$ cat src/hdl/md5md_pkg.sv
// shared types, constants and round functions of the md5 digest block
`default_nettype none

package md5md_pkg;

    typedef struct packed {
        logic [7:0] data_byte;
        logic       byte_present;
        logic       last;
    } md5md_msg_t;

    typedef struct packed {
        logic [31:0] digest_word_a;
        logic [31:0] digest_word_b;
        logic [31:0] digest_word_c;
        logic [31:0] digest_word_d;
    } md5md_digest_t;

    localparam int unsigned BufWords  = 16;
    localparam int unsigned WordAddrW = 4;

    localparam logic [31:0] InitA = 32'h67452301;
    localparam logic [31:0] InitB = 32'hEFCDAB89;
    localparam logic [31:0] InitC = 32'h98BADCFE;
    localparam logic [31:0] InitD = 32'h10325476;

    localparam logic [7:0] PadByte = 8'h80;
    // word index of the length field in the final block
    localparam logic [WordAddrW-1:0] LenLoWord = 4'd14;
    localparam logic [WordAddrW-1:0] LenHiWord = 4'd15;
    localparam logic [WordAddrW-1:0] LastWord  = 4'd15;

    localparam logic [1:0] RndF = 2'd0;
    localparam logic [1:0] RndG = 2'd1;
    localparam logic [1:0] RndH = 2'd2;
    localparam logic [1:0] RndI = 2'd3;

    function automatic logic [31:0] round_const(input logic [5:0] i);
        logic [31:0] k;
        unique case (i)
            6'd0:  k = 32'hd76aa478;  6'd1:  k = 32'he8c7b756;
            6'd2:  k = 32'h242070db;  6'd3:  k = 32'hc1bdceee;
            6'd4:  k = 32'hf57c0faf;  6'd5:  k = 32'h4787c62a;
            6'd6:  k = 32'ha8304613;  6'd7:  k = 32'hfd469501;
            6'd8:  k = 32'h698098d8;  6'd9:  k = 32'h8b44f7af;
            6'd10: k = 32'hffff5bb1;  6'd11: k = 32'h895cd7be;
            6'd12: k = 32'h6b901122;  6'd13: k = 32'hfd987193;
            6'd14: k = 32'ha679438e;  6'd15: k = 32'h49b40821;
            6'd16: k = 32'hf61e2562;  6'd17: k = 32'hc040b340;
            6'd18: k = 32'h265e5a51;  6'd19: k = 32'he9b6c7aa;
            6'd20: k = 32'hd62f105d;  6'd21: k = 32'h02441453;
            6'd22: k = 32'hd8a1e681;  6'd23: k = 32'he7d3fbc8;
            6'd24: k = 32'h21e1cde6;  6'd25: k = 32'hc33707d6;
            6'd26: k = 32'hf4d50d87;  6'd27: k = 32'h455a14ed;
            6'd28: k = 32'ha9e3e905;  6'd29: k = 32'hfcefa3f8;
            6'd30: k = 32'h676f02d9;  6'd31: k = 32'h8d2a4c8a;
            6'd32: k = 32'hfffa3942;  6'd33: k = 32'h8771f681;
            6'd34: k = 32'h6d9d6122;  6'd35: k = 32'hfde5380c;
            6'd36: k = 32'ha4beea44;  6'd37: k = 32'h4bdecfa9;
            6'd38: k = 32'hf6bb4b60;  6'd39: k = 32'hbebfbc70;
            6'd40: k = 32'h289b7ec6;  6'd41: k = 32'heaa127fa;
            6'd42: k = 32'hd4ef3085;  6'd43: k = 32'h04881d05;
            6'd44: k = 32'hd9d4d039;  6'd45: k = 32'he6db99e5;
            6'd46: k = 32'h1fa27cf8;  6'd47: k = 32'hc4ac5665;
            6'd48: k = 32'hf4292244;  6'd49: k = 32'h432aff97;
            6'd50: k = 32'hab9423a7;  6'd51: k = 32'hfc93a039;
            6'd52: k = 32'h655b59c3;  6'd53: k = 32'h8f0ccc92;
            6'd54: k = 32'hffeff47d;  6'd55: k = 32'h85845dd1;
            6'd56: k = 32'h6fa87e4f;  6'd57: k = 32'hfe2ce6e0;
            6'd58: k = 32'ha3014314;  6'd59: k = 32'h4e0811a1;
            6'd60: k = 32'hf7537e82;  6'd61: k = 32'hbd3af235;
            6'd62: k = 32'h2ad7d2bb;  6'd63: k = 32'heb86d391;
            default: k = 32'h0;
        endcase
        return k;
    endfunction

    function automatic logic [4:0] rot_amount(input logic [5:0] i);
        logic [4:0] s;
        unique case ({i[5:4], i[1:0]})
            4'd0:  s = 5'd7;   4'd1:  s = 5'd12;  4'd2:  s = 5'd17;  4'd3:  s = 5'd22;
            4'd4:  s = 5'd5;   4'd5:  s = 5'd9;   4'd6:  s = 5'd14;  4'd7:  s = 5'd20;
            4'd8:  s = 5'd4;   4'd9:  s = 5'd11;  4'd10: s = 5'd16;  4'd11: s = 5'd23;
            4'd12: s = 5'd6;   4'd13: s = 5'd10;  4'd14: s = 5'd15;  4'd15: s = 5'd21;
            default: s = 5'd7;
        endcase
        return s;
    endfunction

    // message word used by step i
    function automatic logic [WordAddrW-1:0] msg_index(input logic [5:0] i);
        logic [WordAddrW-1:0] n;
        logic [WordAddrW-1:0] g;
        n = i[WordAddrW-1:0];
        unique case (i[5:4])
            RndF: g = n;
            RndG: g = (n << 2) + n + 4'd1;
            RndH: g = (n << 1) + n + 4'd5;
            RndI: g = (n << 3) - n;
            default: g = n;
        endcase
        return g;
    endfunction

    function automatic logic [31:0] round_fn(input logic [1:0] rnd, input logic [31:0] b,
                                             input logic [31:0] c, input logic [31:0] d);
        logic [31:0] f;
        unique case (rnd)
            RndF: f = (b & c) | (~b & d);
            RndG: f = (b & d) | (c & ~d);
            RndH: f = b ^ c ^ d;
            RndI: f = c ^ (b | ~d);
            default: f = b ^ c ^ d;
        endcase
        return f;
    endfunction

    function automatic logic [31:0] rotl32(input logic [31:0] x, input logic [4:0] s);
        logic [63:0] t;
        t = {x, x} << s;
        return t[63:32];
    endfunction

endpackage

`default_nettype wire

$ cat src/hdl/md5md_ram.sv
// generic single-port-write, registered-read ram
`default_nettype none

module md5md_ram #(
    parameter int unsigned WIDTH = 32,
    parameter int unsigned DEPTH = 16
) (
    input  wire logic                     clk,
    input  wire logic                     we,
    input  wire logic [$clog2(DEPTH)-1:0] waddr,
    input  wire logic [WIDTH-1:0]         wdata,
    input  wire logic [$clog2(DEPTH)-1:0] raddr,
    output logic      [WIDTH-1:0]         rdata
);

    logic [WIDTH-1:0] mem [DEPTH];

    always_ff @(posedge clk)
    begin
        if (we)
        begin
            mem[waddr] <= wdata;
        end
        rdata <= mem[raddr];
    end

endmodule

`default_nettype wire

$ cat src/hdl/md5_message_digest.sv
// md5 digest of a byte stream: byte intake, padding and 64-step compression
//
// One beat carries one byte (or, with byte_present low and last high, just the end of a
// message). A byte that does not fill a 64-byte block is placed in the current word and busy stays
// low. A byte that fills a block starts a compression: a load state that primes the block buffer
// read, 64 rounds at one per cycle out of the 16-word buffer ram, and an add state that folds the
// result into the chaining words. A beat with last set writes the padding and length words
// (one word per cycle, from the current word up to word 15) and compresses once more, or
// twice when fewer than nine bytes of the block remain; the digest appears for one cycle with
// done high and must be captured then, as the block cannot be held off. It then starts over
// with a fresh message. Busy is high throughout.
`default_nettype none

module md5_message_digest
    import md5md_pkg::*;
(
    input  wire logic          clk,
    input  wire logic          rst_n,
    input  wire logic          start,
    output logic               busy,
    input  wire md5md_msg_t    msg,
    output logic               done,
    output md5md_digest_t      digest
);

    typedef enum logic [4:0] {
        S_IDLE = 5'b00001,
        S_PAD  = 5'b00010,
        S_LOAD = 5'b00100,
        S_COMP = 5'b01000,
        S_ADD  = 5'b10000
    } state_t;

    state_t          state_reg, state_next;
    logic [5:0]      step_reg, step_next;
    logic [3:0]      widx_reg, widx_next;
    logic            mark_reg, mark_next;   // next pad word carries the 0x80 byte
    logic            tail_reg, tail_next;   // this pad pass ends with the length
    logic            fin_reg, fin_next;     // this compression ends the message
    logic            pad_reg, pad_next;     // padding follows this compression
    logic [31:0]     word_reg, word_next;
    logic [63:0]     len_reg, len_next;
    logic [31:0]     h_reg [4];
    logic [31:0]     h_next [4];
    logic [31:0]     a_reg, a_next, b_reg, b_next, c_reg, c_next, d_reg, d_next;
    md5md_digest_t   digest_reg, digest_next;
    logic            done_reg, done_next;

    logic                 ram_we;
    logic [WordAddrW-1:0] ram_waddr;
    logic [31:0]          ram_wdata;
    logic [WordAddrW-1:0] ram_raddr;
    logic [31:0]          ram_rdata;

    logic [1:0]  lane;
    logic [31:0] byte_word;
    logic [31:0] pad_word;
    logic [31:0] step_sum;
    logic [31:0] b_new;
    logic [5:0]  step_inc;

    md5md_ram #(
        .WIDTH (32),
        .DEPTH (BufWords)
    ) u_buf (
        .clk   (clk),
        .we    (ram_we),
        .waddr (ram_waddr),
        .wdata (ram_wdata),
        .raddr (ram_raddr),
        .rdata (ram_rdata)
    );

    assign lane     = len_reg[4:3];
    assign step_inc = step_reg + 6'd1;

    // partial word with the new byte in its lane
    always_comb
    begin
        byte_word = word_reg;
        for (int k = 0; k < 4; k++)
        begin
            if (lane == k[1:0])
            begin
                byte_word[8*k +: 8] = msg.data_byte;
            end
        end
    end

    // pad word: bytes already taken, then 0x80, zeros, or a length half
    always_comb
    begin
        pad_word = 32'h0;
        if (mark_reg)
        begin
            for (int k = 0; k < 4; k++)
            begin
                if (k[1:0] < lane)
                begin
                    pad_word[8*k +: 8] = word_reg[8*k +: 8];
                end
                else if (k[1:0] == lane)
                begin
                    pad_word[8*k +: 8] = PadByte;
                end
            end
        end
        else if (tail_reg && widx_reg == LenLoWord)
        begin
            pad_word = len_reg[31:0];
        end
        else if (tail_reg && widx_reg == LenHiWord)
        begin
            pad_word = len_reg[63:32];
        end
    end

    assign step_sum = a_reg + round_fn(step_reg[5:4], b_reg, c_reg, d_reg)
                      + round_const(step_reg) + ram_rdata;
    assign b_new    = b_reg + rotl32(step_sum, rot_amount(step_reg));

    assign ram_raddr = (state_reg == S_LOAD) ? msg_index(step_reg) : msg_index(step_inc);

    always_comb
    begin
        state_next  = state_reg;
        step_next   = step_reg;
        widx_next   = widx_reg;
        mark_next   = mark_reg;
        tail_next   = tail_reg;
        fin_next    = fin_reg;
        pad_next    = pad_reg;
        word_next   = word_reg;
        len_next    = len_reg;
        h_next      = h_reg;
        a_next      = a_reg;
        b_next      = b_reg;
        c_next      = c_reg;
        d_next      = d_reg;
        digest_next = digest_reg;
        done_next   = 1'b0;
        ram_we      = 1'b0;
        ram_waddr   = widx_reg;
        ram_wdata   = pad_word;

        unique case (state_reg)
            S_IDLE:
            begin
                if (start)
                begin
                    widx_next = len_reg[8:5];
                    mark_next = 1'b1;
                    tail_next = (len_reg[8:6] != 3'b111);
                    if (msg.byte_present)
                    begin
                        word_next = byte_word;
                        len_next  = len_reg + 64'd8;
                        widx_next = len_next[8:5];
                        tail_next = (len_next[8:6] != 3'b111);
                        if (lane == 2'd3)
                        begin
                            ram_we    = 1'b1;
                            ram_waddr = len_reg[8:5];
                            ram_wdata = byte_word;
                        end
                        if (len_reg[8:3] == 6'd63)
                        begin
                            fin_next   = 1'b0;
                            pad_next   = msg.last;
                            step_next  = 6'd0;
                            state_next = S_LOAD;
                        end
                        else if (msg.last)
                        begin
                            state_next = S_PAD;
                        end
                    end
                    else if (msg.last)
                    begin
                        state_next = S_PAD;
                    end
                end
            end

            S_PAD:
            begin
                ram_we    = 1'b1;
                mark_next = 1'b0;
                widx_next = widx_reg + 4'd1;
                if (widx_reg == LastWord)
                begin
                    fin_next   = tail_reg;
                    pad_next   = !tail_reg;
                    tail_next  = 1'b1;
                    step_next  = 6'd0;
                    state_next = S_LOAD;
                end
            end

            S_LOAD:
            begin
                a_next     = h_reg[0];
                b_next     = h_reg[1];
                c_next     = h_reg[2];
                d_next     = h_reg[3];
                state_next = S_COMP;
            end

            S_COMP:
            begin
                a_next    = d_reg;
                b_next    = b_new;
                c_next    = b_reg;
                d_next    = c_reg;
                step_next = step_inc;
                if (step_reg == 6'd63)
                begin
                    state_next = S_ADD;
                end
            end

            S_ADD:
            begin
                h_next[0] = h_reg[0] + a_reg;
                h_next[1] = h_reg[1] + b_reg;
                h_next[2] = h_reg[2] + c_reg;
                h_next[3] = h_reg[3] + d_reg;
                widx_next = 4'd0;
                if (fin_reg)
                begin
                    digest_next.digest_word_a = h_next[0];
                    digest_next.digest_word_b = h_next[1];
                    digest_next.digest_word_c = h_next[2];
                    digest_next.digest_word_d = h_next[3];
                    done_next  = 1'b1;
                    h_next[0]  = InitA;
                    h_next[1]  = InitB;
                    h_next[2]  = InitC;
                    h_next[3]  = InitD;
                    len_next   = 64'd0;
                    state_next = S_IDLE;
                end
                else if (pad_reg)
                begin
                    state_next = S_PAD;
                end
                else
                begin
                    state_next = S_IDLE;
                end
            end

            default:
            begin
                state_next = S_IDLE;
            end
        endcase
    end

    always_ff @(posedge clk or negedge rst_n)
    begin
        if (!rst_n)
        begin
            state_reg <= S_IDLE;
            step_reg  <= 6'd0;
            widx_reg  <= 4'd0;
            mark_reg  <= 1'b0;
            tail_reg  <= 1'b0;
            fin_reg   <= 1'b0;
            pad_reg   <= 1'b0;
            len_reg   <= 64'd0;
            h_reg[0]  <= InitA;
            h_reg[1]  <= InitB;
            h_reg[2]  <= InitC;
            h_reg[3]  <= InitD;
            done_reg  <= 1'b0;
        end
        else
        begin
            state_reg <= state_next;
            step_reg  <= step_next;
            widx_reg  <= widx_next;
            mark_reg  <= mark_next;
            tail_reg  <= tail_next;
            fin_reg   <= fin_next;
            pad_reg   <= pad_next;
            len_reg   <= len_next;
            h_reg     <= h_next;
            done_reg  <= done_next;
        end
    end

    always_ff @(posedge clk)
    begin
        word_reg   <= word_next;
        a_reg      <= a_next;
        b_reg      <= b_next;
        c_reg      <= c_next;
        d_reg      <= d_next;
        digest_reg <= digest_next;
    end

    assign busy   = (state_reg != S_IDLE);
    assign done   = done_reg;
    assign digest = digest_reg;

endmodule

`default_nettype wire
$ cat config.mk
export PLATFORM = sky130hd
export DESIGN_NAME = md5_message_digest
export DESIGN_NICKNAME = d
export VERILOG_FILES = /design/src/hdl/md5md_pkg.sv /design/src/hdl/md5md_ram.sv /design/src/hdl/md5_message_digest.sv
export SDC_FILE = /design/constraint.sdc
export NUM_CORES = 2
export LEC_CHECK = 0
export ABC_CLOCK_PERIOD_IN_PS = 13300
export BUFFER_PORTS_ARGS = -buffer_cell sky130_fd_sc_hd__buf_2
export CORE_MARGIN = 2
export CORE_UTILIZATION = 50
export DETAILED_ROUTE_END_ITERATION = 6
export MAX_ROUTING_LAYER = met4
export PLACE_DENSITY = 0.74
export SKIP_LAST_GASP = 1
export SYNTH_ARGS = -nofsm -noshare
export SYNTH_HDL_FRONTEND = slang
export SYNTH_SLANG_ARGS = --single-unit
$ cat constraint.sdc
create_clock -name clk -period 13.3 [get_ports clk]
set_input_delay 0.665 -clock clk [delete_from_list [all_inputs] [get_ports clk]]
set_output_delay 0.665 -clock clk [all_outputs]
set_load 0.005 [all_outputs]
======== Word level (Yosys, flattened, before mapping) ========
Memories as Yosys holds them, arrays and structs flattened. A register that Yosys moved wholly into a read port is not among the register bits.
Index checks and enable logic that the tools add are counted.
storage, ports and cells
  RAM bits ................................ 512
  memories ................................ 3
  bits in read-only memories .............. 2128
  bits in registers ....................... 500
  output and inout bits ................... 130
  input bits .............................. 13
  logic and storage cells ................. 190
memory list
  name             words  width  rd ports  clocked after Yosys merged registers in  wr ports  line             text
  (no name shown)  64     32     1         0                                        0         md5md_pkg.sv:40  unique case (i)
  u_buf.mem        16     32     1         1                                        1         md5md_ram.sv:16  logic [WIDTH-1:0] mem [DEPTH];
  (no name shown)  16     5      1         0                                        0         md5md_pkg.sv:80  unique case ({i[5:4], i[1:0]})
cells by class
  add/subtract/negate cells ............... 21
  bitwise logic cells ..................... 12
  shift-type cells ........................ 1
  equality and inequality tests ........... 30
  reduce and logical (&&, ||, !) cells .... 20
  mux-type cells .......................... 77
  magnitude comparators ................... 4
operator list
  operator               number
  $add 32x32->32         8
  $pmux 32 s2            4
  $mux 32                7
  $mux 64                3
  $and 32x32->32         4
  $mux 128               1
  $pmux 32 s4            1
  $pmux 64 s2            1
  $mux 8                 12
  $or 32x32->32          3
  $xor 32x32->32         3
  $add 64x4->64 const B  1
  $not 32->32            2
  $shl 64x5->64          1
  $pmux 4 s4             2
  $mux 5                 6
  $mux 4                 7
  $pmux 5 s5             1
  $mux 6                 4
  $mux 1                 19
  $pmux 6 s3             1
  $add 4x4->4            4
  $add 4x1->4 const B    3
  $eq 2x2->1 const B     6
  30 further kinds       61

======== Logic depth before layout (Yosys ltp) ========
  word-level depth ........................ 10
  gate-level depth with buffers ........... 42

======== By module ========
A second synthesis with hierarchy kept.
second synthesis, totals
  cell total of the unflattened synthesis .. 4996
  area total of the unflattened synthesis .. 57133.5 um2
by module, submodules not included
  module              cells an instance  area each (um2)  instances
  md5_message_digest  4158               37298.3          1
  md5md_ram           838                19835.3          1

======== Least setup slack after synthesis ========
Ideal clock, no wire load.
  path kind ............................... register to register
  start point ............................. register step_reg[1]
  end point ............................... register b_reg[31] (data pin)
  clock period less this slack ............ 9.734 ns
  path buffers ............................ 5
  required time ........................... 13.169 ns
  setup slack ............................. 3.566 ns
  cell stages (with the launch flop) ...... 41
  data arrival time ....................... 9.603 ns
  cells stage by stage .................... dfrtp_1 -> clkbuf_1 -> inv_1 -> clkbuf_1 -> ha_1 -> clkbuf_1 -> clkbuf_1 -> nor2_1 -> a311oi_1 -> a31oi_1 -> nand2_1 -> o21ai_0 -> fa_1 -> inv_1 -> fa_1 -> inv_1 -> ha_1 -> o211ai_1 -> [... 5 more ...] -> and3_1 -> mux4_2 -> and2_0 -> a311o_1 -> nand2_1 -> mux2i_1 -> ha_1 -> or3_1 -> a21oi_1 -> o311a_1 -> o21ai_0 -> a311o_1 -> o41ai_1 -> mux2i_1 -> o2111ai_1 -> or2_2 -> mux2_2 -> nand2_1
between the ends
  word-level cells in the longest chain between the ends .. 6
  elaborated cells on any way between the ends .. 7
  those cells by class .................... 3 x add/sub; 1 x shift; 1 x mux; 2 x memory
ends and longest elaborated chain
  item                         line                       text
  from (decl)                  md5_message_digest.sv:35   logic [5:0] step_reg, step_next;
  from (signal assigned)       md5_message_digest.sv:281  step_reg <= step_next;
  $mem_v2 64x32                -
  $add 32x32->32 (2 in a row)  md5_message_digest.sv:119  + round_const(step_reg) + ram_rdata;
  $shl 64x5->64 (*)            md5md_pkg.sv:120           t = {x, x} << s;
  $add 32x32->32 (*)           md5_message_digest.sv:120  assign b_new = b_reg + rotl32(step_sum, rot_amount(step_reg));
  $pmux 32 s2 (*)              md5_message_digest.sv:146  unique case (state_reg)
  via b_next[31]               md5_message_digest.sv:45   logic [31:0] a_reg, a_next, b_reg, b_next, c_reg, c_next, d_reg, d_next;
  to (signal assigned)         md5_message_digest.sv:297  b_reg <= b_next;
  to (decl)                    md5_message_digest.sv:45
Mark *: on every way through the listed nets, which the timed path passes. The rest lies on a longest branch.
A chain may end at the register's enable or synchronous reset.

======== Final worst setup path ========
  start point ............................. register step_reg[0]
  end point ............................... register b_reg[31] (data pin)
The elaborated chain is that of the path after synthesis.

==> out/metrics.yaml <==
status:
  status: "finished, violations left"
  violations: "max-slew violations"
synthesis:
  synthSimpleGateAreaFrac: 0.0929
  syn-cell-area_um2: 58800
  netlist_top_cells_count: "792 x edfxtp_1, 332 x nor2_1, 329 x a21oi_1"
  yosysWarnings: 0
  synth_top_area_frac: 0.405
  yosys.area.top_type: "edfxtp_1"
  ys_ff_latch: 1033
  synth_top_family_by_area: "compound AO/OA/AOI/OAI gates"
  synthDistinctLibCells: 86
  ys_seq_area_frac: 0.506
  synth_most_common_cell: "edfxtp_1"
  synth.area.top_cells: "edfxtp_1 40%, dfrtp_1 6.1%, ha_1 5.4%"
  syn_nets: 5359
  async_flop_share: 0.202
  synth-compound-area-share: 0.152
  synthAdderAreaFrac: 0.0771
  synth-xor-area-share: 0.0407
  syn_avg_cell_area_um2: 11.7
  synthMuxAreaShare: 0.0997
  syn_inst: 5024
  synth_edf_count: 792
  dominantRegCellSynth: "edfxtp_1"
job:
  maxCapViolations: 0
drt:
  met1_length_um: 71800
  top_layer: "met4"
  remaining_drc_errors: 0
  firstDrtPassIters: 6
  post_drt_wl_per_cell_um: 26.6
  drtAntennaViolNets: 0
  route.met2.wl_um: 84500
  routed_wl_um: 179000
  drt_iter0_drc: 4690
  viasPerCell: 6.40
  vias: 42998
  wl_met3_um: 13800
setup_path:
  reg2reg_to: "b_reg[31]"
  crit_path_end_kind: "flip-flop"
  crit_path_top_delay_cell: "dfrtp_1"
  cp.arrival_ns: 11.80
  critPathKind: "flip-flop to flip-flop"
  crit_path_start_kind: "flip-flop"
  required_ns: 13.88
  regToRegStartpoint: "step_reg[0]"
  r2r_cells: 38
  reg2reg_slack_ns: 2.08
  crit_path_frequent_cell: "nand2_1"
  critPathMaxFanout: 16
  slowest_delay_ns: 0.70
floorplan:
  core_area_um2: 116000
  die_area_um2: 120000
  row_count: 125
  die_x_um: 347
  fp.dieH_um: 347
  ios: 143
  start_util: 0.505
global_routing:
  antenna_found_initial: 2
  track_usage: 0.300
  grt_overflow: 0
  grt_max_degree: 178
  grt_pass1_wl_um: 265000
  grt_pass1_vias: 41387
clock_tree:
  clk_latency_ns: 0.72
  ctsLongestPathBuffers: 3
  post_cts_resized: 0
  clk_pin_slew_ns: 0.06
  cts-htree-levels: 3
  cts_sinks: 1033
  cts_root_buf: "clkbuf_16"
  cts_buffers: 105
  cts_tree: "yes"
  cts_hold_buf: 1
  postCtsSetupBuffers: 0
finish:
  drive_gt1_frac: 0.158
  finalNetCount: 5435
  largest_reg_flops: 512
  n_fill_cell: 9540
  area_delta_synth_final_pct: 10.8
  fin_util: 0.560
  seq_area_um2: 29700
  multiInputGateArea_um2: 27400
placed_design:
  io_buffers: 142
  gp_congestion: 0.988
  dp_hpwl_um: 120000
worst_hold_path:
  hp-class: "primary input to flip-flop"
  min-delay-start: "start"
  whs_endpoint: "tail_reg"
  hold_depth: 2
timing:
  grt_setup_unrepaired: "false"
  final_hold_viol_count: 0
  worstMarginPinSlew_ns: 1.58
  tns_ns: 0
  relSlewSlack: -0.0545
  setup_viol: 0
  min_period_ns: 11.22
  finalCritPeriodShare: 0.844
  finalClockSkew_ns: 0.0293
  slew_violations: 71
  fmax_ghz: 0.0891
[cell usage in the layout, fill, tap and decap left out, drive strengths merged, types with 117 or more instances in the layout]
cell type | netlist | final
edfxtp | 792 | 792
nor2 | 333 | 333
a21oi | 329 | 329
nand2 | 316 | 316
o21ai | 259 | 259
ha | 255 | 255
buf | 57 | 237
inv | 222 | 225
xnor2 | 154 | 154
dfrtp | 144 | 144
mux2 | 142 | 142
clkbuf | 212 | 136
mux4 | 135 | 135
mux2i | 122 | 122
xor2 | 119 | 119
nand3 | 117 | 117
[logic make-up (layout without fill, tap and decap cells)]
family | count (synthesis) | in the layout
compound gates | 1346 | 1346
simple gates | 1157 | 1157
flops | 1033 | 1033
buf+inv | 494 | 662
mux | 399 | 399
fa+ha+maj | 322 | 322
xor+xnor | 273 | 273
other cells | 0 | 2
[worst max-delay path by stage]
stage	from	endpoint	slack [ns]	cells past startpoint
detailed placement	step_reg[0]	b_reg[31]	2.34	38
CTS	step_reg[0]	b_reg[31]	2.32	38
global placement	step_reg[0]	b_reg[31]	2.37	38
global route	step_reg[0]	b_reg[31]	1.45	38
finish	step_reg[0]	b_reg[31]	2.08	38
floorplan	step_reg[1]	b_reg[31]	3.57	40
[critical path: cells and delay by family (launching register included)]
kind	cells	cell delay [ns]
compound gates	18	5.00
fa+ha+maj	5	2.37
simple gates	7	1.70
flops	1	0.70
mux	3	0.68
buf+inv	4	0.49
xor+xnor	1	0.14
[metrics by stage]
step                area, µm²  hold WS [ns]  worst slack, ns  std cells
global placement        61400         0.452             2.37       6516
detailed placement      61400         0.458             2.34       6516
CTS                     65100         0.207             2.32       6716
floorplan               58800         0.369             3.57       5024
global route            65100         0.236             1.45       6717
finish                  65100         0.231             2.08       6718
[final cells by class]
| type | count | share of cell area |
|---|---|---|
| Sequential cell | 1033 | 0.457 |
| Multi-Input combinational cell | 3497 | 0.421 |
| Clock buffer | 136 | 0.0446 |
| Tap cell | 1524 | 0.0293 |
| Timing Repair Buffer | 238 | 0.0231 |
| Inverter | 225 | 0.0130 |
| Clock inverter | 63 | 0.0120 |
| Antenna cell | 2 | 0.0000769 |
[layer usage]
| layer | up-vias | global-route usage |
|---|---|---|
| met5 | - | - |
| met2 | 1987 | 0.468 |
| met4 | 0 | 0.134 |
| met3 | 385 | 0.0467 |
| met1 | 21492 | 0.391 |
| li1 | 19134 | - |
Power is left out: the tool's default activity adds up to more than one toggle a clock period on the data nets, which glitch-free logic cannot reach.
